File: config.mk
export PLATFORM = sky130hd
export DESIGN_NAME = hit_coincidence_window_builder
export DESIGN_NICKNAME = d
export VERILOG_FILES = /design/src/sv/hcwb_pkg.sv /design/src/sv/hcwb_ram.sv /design/src/sv/hit_coincidence_window_builder.sv
export SDC_FILE = /design/constraint.sdc
export NUM_CORES = 2
export LEC_CHECK = 0
export BUFFER_PORTS_ARGS = -buffer_cell sky130_fd_sc_hd__buf_2
export CORE_MARGIN = 5
export CORE_UTILIZATION = 55
export CTS_CLUSTER_DIAMETER = 120
export CTS_CLUSTER_SIZE = 12
export DETAILED_ROUTE_END_ITERATION = 16
export HOLD_SLACK_MARGIN = 0.02
export PLACE_DENSITY = 0.71
export SYNTH_ARGS = -nofsm -noshare
export SYNTH_HDL_FRONTEND = slang
export SYNTH_SLANG_ARGS = --single-unit
File: constraint.sdc
create_clock -name aclk -period 20.3 [get_ports aclk]
set_clock_uncertainty 0.1 [all_clocks]
set_input_delay 0 -clock aclk [delete_from_list [all_inputs] [get_ports aclk]]
set_output_delay 0 -clock aclk [all_outputs]
set_load 0.05 [all_outputs]
File: src/sv/hcwb_pkg.sv
package hcwb_pkg;

    localparam int unsigned BUFFER_DEPTH_DEFAULT = 32;

    localparam int CHAN_W      = 12;
    localparam int TAC_W       = 2;
    localparam int TIME_W      = 48;
    localparam int ENERGY_W    = 16;
    localparam int TOT_W       = 16;
    localparam int QUAL_W      = 10;
    localparam int EVENT_W     = 32;
    localparam int COUNT_OUT_W = 6;
    localparam int WINDOW_W    = 24;
    localparam int MIN_HITS_W  = 6;
    localparam int CFG_DATA_W  = 24;
    localparam int CFG_INDEX_W = 1;

    localparam logic [WINDOW_W-1:0]   WINDOW_PS_RESET = 24'd20000;
    localparam logic [MIN_HITS_W-1:0] MIN_HITS_RESET  = 6'd2;

    localparam logic [CFG_INDEX_W-1:0] REG_WINDOW_PS = 1'b0;
    localparam logic [CFG_INDEX_W-1:0] REG_MIN_HITS  = 1'b1;

    localparam logic CMD_HIT   = 1'b0;
    localparam logic CMD_FLUSH = 1'b1;

    typedef struct packed {
        logic [CHAN_W-1:0]   channel;
        logic [TAC_W-1:0]    tac;
        logic [TIME_W-1:0]   time_ps;
        logic [ENERGY_W-1:0] energy;
        logic [TOT_W-1:0]    over_threshold;
        logic [QUAL_W-1:0]   time_quality;
        logic [QUAL_W-1:0]   energy_quality;
    } hit_t;

    localparam int HIT_W = $bits(hit_t);

    typedef enum logic [1:0] {
        ST_IDLE,
        ST_EVAL,
        ST_EMIT,
        ST_CLOSE
    } state_t;

endpackage

File: src/sv/hcwb_ram.sv
module hcwb_ram #(
    parameter int WIDTH = 8,
    parameter int DEPTH = 32
) (
    input  logic                     clk,
    input  logic                     wr_en,
    input  logic [$clog2(DEPTH)-1:0] wr_addr,
    input  logic [WIDTH-1:0]         wr_data,
    input  logic                     rd_en,
    input  logic [$clog2(DEPTH)-1:0] rd_addr,
    output logic [WIDTH-1:0]         rd_data
);

    logic [WIDTH-1:0] mem [DEPTH];

    always_ff @(posedge clk) begin
        if (wr_en) begin
            mem[wr_addr] <= wr_data;
        end
        if (rd_en) begin
            rd_data <= mem[rd_addr];
        end
    end

endmodule

File: src/sv/hit_coincidence_window_builder.sv
// Coincidence window event builder. Takes time-ordered hits (or a flush
// command) on the s_ channel and emits each closed window that holds at
// least min_hits hits as a run of words on the m_ channel, one word per
// stored hit in arrival order, with m_last on the final word. A hit whose
// absolute distance from the window's first hit is below window_ps joins
// the window; the first hit at or beyond it closes the window and opens the
// next. Hits past BUFFER_DEPTH are dropped and flagged in m_overflowed.
// Each input word is captured, then evaluated against the reference time
// and written into the hit RAM. A word that closes a qualifying window is
// held while the window is replayed from the RAM's single read port at one
// word per cycle when the result side does not stall. Configuration must be
// written through cfg_wr_en / cfg_index / cfg_data only while the block is
// idle; the block itself does not enforce this.
module hit_coincidence_window_builder #(
    parameter int BUFFER_DEPTH = hcwb_pkg::BUFFER_DEPTH_DEFAULT
) (
    input  logic                              aclk,
    input  logic                              aresetn,

    input  logic                              cfg_wr_en,
    input  logic [hcwb_pkg::CFG_INDEX_W-1:0]  cfg_index,
    input  logic [hcwb_pkg::CFG_DATA_W-1:0]   cfg_data,

    input  logic                              s_valid,
    output logic                              s_ready,
    input  logic                              s_command,
    input  logic [hcwb_pkg::CHAN_W-1:0]       s_channel_id,
    input  logic [hcwb_pkg::TAC_W-1:0]        s_tac_id,
    input  logic [hcwb_pkg::TIME_W-1:0]       s_time_ps,
    input  logic [hcwb_pkg::ENERGY_W-1:0]     s_energy,
    input  logic [hcwb_pkg::TOT_W-1:0]        s_over_threshold,
    input  logic [hcwb_pkg::QUAL_W-1:0]       s_time_quality,
    input  logic [hcwb_pkg::QUAL_W-1:0]       s_energy_quality,

    output logic                              m_valid,
    input  logic                              m_ready,
    output logic [hcwb_pkg::EVENT_W-1:0]      m_event_number,
    output logic [hcwb_pkg::COUNT_OUT_W-1:0]  m_hit_count,
    output logic                              m_overflowed,
    output logic [hcwb_pkg::CHAN_W-1:0]       m_hit_channel,
    output logic [hcwb_pkg::TAC_W-1:0]        m_hit_tac,
    output logic [hcwb_pkg::TIME_W-1:0]       m_hit_time_ps,
    output logic [hcwb_pkg::ENERGY_W-1:0]     m_hit_energy,
    output logic [hcwb_pkg::TOT_W-1:0]        m_hit_over_threshold,
    output logic [hcwb_pkg::QUAL_W-1:0]       m_hit_time_quality,
    output logic [hcwb_pkg::QUAL_W-1:0]       m_hit_energy_quality,
    output logic                              m_last
);

    localparam int AW    = $clog2(BUFFER_DEPTH);
    localparam int CNT_W = $clog2(BUFFER_DEPTH + 1);
    localparam int CMP_W = CNT_W + hcwb_pkg::MIN_HITS_W;

    // Control state
    hcwb_pkg::state_t                 state_reg, state_next;
    logic [CNT_W-1:0]                 count_reg, count_next;
    logic                             dropped_reg, dropped_next;
    logic [hcwb_pkg::EVENT_W-1:0]     event_reg, event_next;
    logic [hcwb_pkg::TIME_W-1:0]      ref_time_reg, ref_time_next;
    logic [hcwb_pkg::WINDOW_W-1:0]    window_reg;
    logic [hcwb_pkg::MIN_HITS_W-1:0]  min_hits_reg;

    // Replay pipeline: read issue, RAM output stage, output register
    logic [CNT_W-1:0]                 issue_reg, issue_next;
    logic                             ram_dv_reg, ram_dv_next;
    logic                             ram_last_reg, ram_last_next;
    logic                             m_valid_reg, m_valid_next;

    // Held input word
    logic                             cmd_reg;
    hcwb_pkg::hit_t                   hit_in_reg;

    // Output word register
    hcwb_pkg::hit_t                   out_hit_reg;
    logic [hcwb_pkg::EVENT_W-1:0]     out_event_reg;
    logic [hcwb_pkg::COUNT_OUT_W-1:0] out_count_reg;
    logic                             out_ovf_reg;
    logic                             out_last_reg;

    // Hit RAM ports
    logic                             ram_wr_en;
    logic [AW-1:0]                    ram_wr_addr;
    logic                             ram_rd_en;
    logic [hcwb_pkg::HIT_W-1:0]       ram_rd_data;
    hcwb_pkg::hit_t                   ram_hit;

    logic                             s_accept;
    logic                             move;
    logic [hcwb_pkg::TIME_W-1:0]      diff_fwd, diff_bwd, diff_abs;
    logic                             in_window;
    logic [CMP_W-1:0]                 count_cmp, min_cmp;
    logic                             qualify;

    assign s_ready  = (state_reg == hcwb_pkg::ST_IDLE);
    assign s_accept = s_valid && s_ready;
    assign ram_hit  = hcwb_pkg::hit_t'(ram_rd_data);

    // Absolute distance from the reference hit against the window
    assign diff_fwd  = hit_in_reg.time_ps - ref_time_reg;
    assign diff_bwd  = ref_time_reg - hit_in_reg.time_ps;
    assign diff_abs  = (hit_in_reg.time_ps >= ref_time_reg) ? diff_fwd : diff_bwd;
    assign in_window = diff_abs < {{(hcwb_pkg::TIME_W - hcwb_pkg::WINDOW_W){1'b0}}, window_reg};

    // An open window is emitted only with at least min_hits hits
    assign count_cmp = {{hcwb_pkg::MIN_HITS_W{1'b0}}, count_reg};
    assign min_cmp   = {{CNT_W{1'b0}}, min_hits_reg};
    assign qualify   = (count_reg != '0) && (count_cmp >= min_cmp);

    // Shift a word from the RAM stage into the output register when it frees up
    assign move = ram_dv_reg && (!m_valid_reg || m_ready);

    hcwb_ram #(
        .WIDTH (hcwb_pkg::HIT_W),
        .DEPTH (BUFFER_DEPTH)
    ) u_hcwb_ram (
        .clk     (aclk),
        .wr_en   (ram_wr_en),
        .wr_addr (ram_wr_addr),
        .wr_data (hit_in_reg),
        .rd_en   (ram_rd_en),
        .rd_addr (issue_reg[AW-1:0]),
        .rd_data (ram_rd_data)
    );

    always_comb begin
        state_next    = state_reg;
        count_next    = count_reg;
        dropped_next  = dropped_reg;
        event_next    = event_reg;
        ref_time_next = ref_time_reg;
        issue_next    = issue_reg;
        ram_dv_next   = ram_dv_reg && !move;
        ram_last_next = ram_last_reg;
        ram_wr_en     = 1'b0;
        ram_wr_addr   = '0;
        ram_rd_en     = 1'b0;

        if (move) begin
            m_valid_next = 1'b1;
        end else if (m_ready) begin
            m_valid_next = 1'b0;
        end else begin
            m_valid_next = m_valid_reg;
        end

        unique case (state_reg)
            hcwb_pkg::ST_IDLE: begin
                if (s_accept) begin
                    state_next = hcwb_pkg::ST_EVAL;
                end
            end

            hcwb_pkg::ST_EVAL: begin
                state_next = hcwb_pkg::ST_IDLE;
                if (cmd_reg == hcwb_pkg::CMD_FLUSH) begin
                    // Flush: replay if large enough, close either way
                    if (qualify) begin
                        state_next = hcwb_pkg::ST_EMIT;
                        issue_next = '0;
                    end else begin
                        count_next   = '0;
                        dropped_next = 1'b0;
                    end
                end else if (count_reg == '0) begin
                    // Open a fresh window on this hit
                    ref_time_next = hit_in_reg.time_ps;
                    ram_wr_en     = 1'b1;
                    count_next    = CNT_W'(1);
                    dropped_next  = 1'b0;
                end else if (in_window) begin
                    // Store, or drop and flag when the buffer is full
                    if (count_reg < CNT_W'(BUFFER_DEPTH)) begin
                        ram_wr_en   = 1'b1;
                        ram_wr_addr = count_reg[AW-1:0];
                        count_next  = count_reg + 1'b1;
                    end else begin
                        dropped_next = 1'b1;
                    end
                end else if (qualify) begin
                    // Outside the window: replay first, reopen afterwards
                    state_next = hcwb_pkg::ST_EMIT;
                    issue_next = '0;
                end else begin
                    // Discard the short window and reopen on this hit
                    ref_time_next = hit_in_reg.time_ps;
                    ram_wr_en     = 1'b1;
                    count_next    = CNT_W'(1);
                    dropped_next  = 1'b0;
                end
            end

            hcwb_pkg::ST_EMIT: begin
                if ((issue_reg < count_reg) && (!ram_dv_reg || move)) begin
                    ram_rd_en     = 1'b1;
                    issue_next    = issue_reg + 1'b1;
                    ram_dv_next   = 1'b1;
                    ram_last_next = (issue_reg == count_reg - 1'b1);
                end else if ((issue_reg == count_reg) && !ram_dv_reg) begin
                    state_next = hcwb_pkg::ST_CLOSE;
                end
            end

            hcwb_pkg::ST_CLOSE: begin
                // Advance the event number, clear the window, reopen on a hit
                event_next   = event_reg + 1'b1;
                count_next   = '0;
                dropped_next = 1'b0;
                state_next   = hcwb_pkg::ST_IDLE;
                if (cmd_reg == hcwb_pkg::CMD_HIT) begin
                    ref_time_next = hit_in_reg.time_ps;
                    ram_wr_en     = 1'b1;
                    count_next    = CNT_W'(1);
                end
            end

            default: begin
                state_next = hcwb_pkg::ST_IDLE;
            end
        endcase
    end

    always_ff @(posedge aclk) begin
        if (!aresetn) begin
            state_reg    <= hcwb_pkg::ST_IDLE;
            count_reg    <= '0;
            dropped_reg  <= 1'b0;
            event_reg    <= '0;
            ref_time_reg <= '0;
            window_reg   <= hcwb_pkg::WINDOW_PS_RESET;
            min_hits_reg <= hcwb_pkg::MIN_HITS_RESET;
            issue_reg    <= '0;
            ram_dv_reg   <= 1'b0;
            ram_last_reg <= 1'b0;
            m_valid_reg  <= 1'b0;
        end else begin
            state_reg    <= state_next;
            count_reg    <= count_next;
            dropped_reg  <= dropped_next;
            event_reg    <= event_next;
            ref_time_reg <= ref_time_next;
            issue_reg    <= issue_next;
            ram_dv_reg   <= ram_dv_next;
            ram_last_reg <= ram_last_next;
            m_valid_reg  <= m_valid_next;
            if (cfg_wr_en) begin
                unique case (cfg_index)
                    hcwb_pkg::REG_WINDOW_PS: window_reg   <= cfg_data;
                    hcwb_pkg::REG_MIN_HITS:  min_hits_reg <= cfg_data[hcwb_pkg::MIN_HITS_W-1:0];
                    default: ;
                endcase
            end
        end
    end

    // Payload registers: no reset
    always_ff @(posedge aclk) begin
        if (s_accept) begin
            cmd_reg                   <= s_command;
            hit_in_reg.channel        <= s_channel_id;
            hit_in_reg.tac            <= s_tac_id;
            hit_in_reg.time_ps        <= s_time_ps;
            hit_in_reg.energy         <= s_energy;
            hit_in_reg.over_threshold <= s_over_threshold;
            hit_in_reg.time_quality   <= s_time_quality;
            hit_in_reg.energy_quality <= s_energy_quality;
        end
        if (move) begin
            out_hit_reg   <= ram_hit;
            out_event_reg <= event_reg;
            out_count_reg <= count_cmp[hcwb_pkg::COUNT_OUT_W-1:0];
            out_ovf_reg   <= dropped_reg;
            out_last_reg  <= ram_last_reg;
        end
    end

    assign m_valid              = m_valid_reg;
    assign m_event_number       = out_event_reg;
    assign m_hit_count          = out_count_reg;
    assign m_overflowed         = out_ovf_reg;
    assign m_hit_channel        = out_hit_reg.channel;
    assign m_hit_tac            = out_hit_reg.tac;
    assign m_hit_time_ps        = out_hit_reg.time_ps;
    assign m_hit_energy         = out_hit_reg.energy;
    assign m_hit_over_threshold = out_hit_reg.over_threshold;
    assign m_hit_time_quality   = out_hit_reg.time_quality;
    assign m_hit_energy_quality = out_hit_reg.energy_quality;
    assign m_last               = out_last_reg;

endmodule

==> metrics.yaml <==
outcome: "finished, final reports clean"
dieWidth_um: 553
place_ws_ps: 9110
crit_slowest_cell: "or4_1"
regToRegSetupSlack_ps: 8980
r2r-start: "hit_in_reg[54]$_DFFE_PP_"
hold_path_class: "input pin to flip-flop"
fillers: 19700
routed_via_density: 6.59
report.final.slew_viol_count: 0
layout.nets: 8768
worstPathArrival_ps: 11740
fmaxAchievable_mhz: 88.3
final_cell_mix: "4,031 x edfxtp_1, 1,140 x mux4_2, 620 x nand2_1"
synth_flop_cell: "edfxtp_1"
grt.busiest_layer: "met2"
grtUsageTotal: 0.275
crit_path_frequent_cell: "buf_4"
largest_reg_flops: 3648
ir_drop_mv: 0.0775
synth_area_leader_cell: "edfxtp_1"
grt_first_pass_wirelength_um: 609000
ys_seq_elements: 4159
hold_end: "window_reg[5]$_SDFFE_PN1P_"
grt_use_met1: 0.389
drt_pre_antenna_iters: 7
areaGrowthSynthToFinish_pct: 12.7
finalCriticalPeriod_ps: 11320
power_mw: 16.5
drv_cap: 0
synth_edf_count: 4031
p_leak_nw: 57.1
clk_latency_ps: 950
syn_area_per_cell_um2: 21.2
clkSlewWorstSetupHoldPaths_ps: 60
drc: 0
rr_worst_depth: 29
vias: 82400
yosysWarningCount: 0
crit_path_start_kind: "flip-flop"
io_pins: 301
endpoint_kind: "flip-flop"
yosys-top-cells-area: "edfxtp_1 75%, mux4_2 16%, dfxtp_1 1.6%"
wirelength_um: 423000
async_flop_share: 0
core_area_um2: 294000
ys_seq_area_frac: 0.762
grt_pass1_vias: 84100
worstPathRequired_ps: 20720
slew_headroom: 0.0269
drtAntennaViolNets: 0
hpwl_um: 241000
fin_ws_ps: 8980
wl_per_cell_um: 33.9
clockBufferDepth: 4
finalHoldViolations: 0
final_layout_size_suffix_gt1_frac: 0.251
synthesis.nets: 7920
die_area_um2: 306000
antenna_found_initial: 12
final_common_cell: "edfxtp_1"
ctsResizeCount: 0
synth_top_cell_area_share: 0.746
whs_path_depth: 3
clockRootBuffer: "clkbuf_16"
start_util: 0.552
post-route-period-util: 0.558
cp_max_fo: 46
netlist_area_um2: 162000
crit_type: "flip-flop to flip-flop"
fp.dieH_um: 553
routabilityCongestion: 0.932
met3_usage: 0.0428
slowest_delay_ps: 860
cts.sinks: 4159
timing.rr.end: "u_hcwb_ram.mem[10][26]$_DFFE_PP_"
grt_max_degree: 100
setup_viol: 0
synth_cell_types: 93
cts_hold_buf: 336
htreeDepth: 5
setup_tns_ps: 0
synthCells: 7634
first_iter_violations: 10700
grt.overflow.total: 0
grt_setup_unrepaired: "false"
numCtsBuffers: 385
port_buffers: 300
use_met2: 0.454
tightest_slew_ps: 1460
holdCritStartpoint: "aresetn"
p_per_area_nw_per_um2: 90.3
postCtsSetupBuffers: 0
cts_tree: "built"
placementRows: 199
==> per-layer routing <==
layer,wire (µm),vias to the layer above
li1,-,33000
met1,161000,43900
met2,211000,4700
met3,37100,740
met4,13600,4
met5,27,-
==> cell usage after synthesis (17+ instances only) <==
cell type     n
a21o_1       34
mux2i_1      62
edfxtp_1   4031
inv_1       157
nand4_1      47
xor2_1       31
nand3_1      49
nor3_1       26
dfxtp_1     128
ha_1        139
nor2_1      142
buf_1        75
clkbuf_1    256
and3_1       21
nand2_1     620
o211ai_1     19
buf_2        32
mux4_2     1140
xnor2_1      31
o21ai_0     109
or3_1        17
a21oi_1     185
==> kinds of logic (layout without fill, tap and decap cells) <==
kind of cell / after synthesis / in the layout / synth area share
AOI/OAI and AO/OA: 525 / 525 / 0.0207
xor gates and xnor gates: 63 / 63 / 0.00345
adders and majority gates: 141 / 141 / 0.0110
buffers and inverters: 541 / 1473 / 0.0134
DFF: 4159 / 4159 / 0.762
muxes: 1204 / 1204 / 0.162
other: 0 / 5 / 0
and+or+nand+nor: 1001 / 1001 / 0.0269
==> critical path, delay by kind of cell, from the launching register on <==
| kind | cells | cell delay (ps) |
|---|---|---|
| buf+inv | 5 | 3070 |
| simple gates | 7 | 2630 |
| flops | 1 | 750 |
| xor+xnor | 1 | 100 |
| fa+ha+maj | 2 | 600 |
| compound gates | 14 | 3520 |
==> metrics by stage <==
step                cell area, µm²  utilization  hold slack, ps  instances
global placement            169000        0.575            77.0      11700
detailed placement          169000        0.575            78.1      11700
floorplan                   162000            -           -1.13       7634
finish                      183000        0.622             114      12500
global route                183000        0.622             133      12500
CTS                         183000        0.622            39.8      12500
==> power by group <==
group	total (mW)	internal, mW	switching, mW
Clock	6.37	3.42	2.95
Combinational	0.540	0.192	0.349
Sequential	9.58	9.47	0.108
==> area by class of cell <==
cell class	instances	area, µm²	area share
tap	3919	4900	0.0268
clock buffer	443	9870	0.0540
timing repair buffer	843	6480	0.0355
clock inverter	28	568	0.00311
sequential	4159	124000	0.677
antenna	5	12.5	0.0000685
inverter	159	612	0.00335
multi-input combinational	2934	36700	0.201
==> worst max path at each step <==
| stage | from | endpoint | slack (ps) |
|---|---|---|---|
| 5_1_grt | hit_in_reg[93]$_DFFE_PP_ | u_hcwb_ram.mem[3][36]$_DFFE_PP_ | 8600 |
| 3_3_place_gp | hit_in_reg[93]$_DFFE_PP_ | u_hcwb_ram.mem[10][26]$_DFFE_PP_ | 9190 |
| 6_report | hit_in_reg[54]$_DFFE_PP_ | u_hcwb_ram.mem[10][26]$_DFFE_PP_ | 8980 |
| 4_1_cts | hit_in_reg[93]$_DFFE_PP_ | u_hcwb_ram.mem[10][42]$_DFFE_PP_ | 9050 |
| 3_5_place_dp | hit_in_reg[93]$_DFFE_PP_ | u_hcwb_ram.mem[3][26]$_DFFE_PP_ | 9110 |
| 2_1_floorplan | hit_in_reg[52]$_DFFE_PP_ | u_hcwb_ram.mem[0][0]$_DFFE_PP_ | 5150 |
Power figures use the tool's default switching activity.
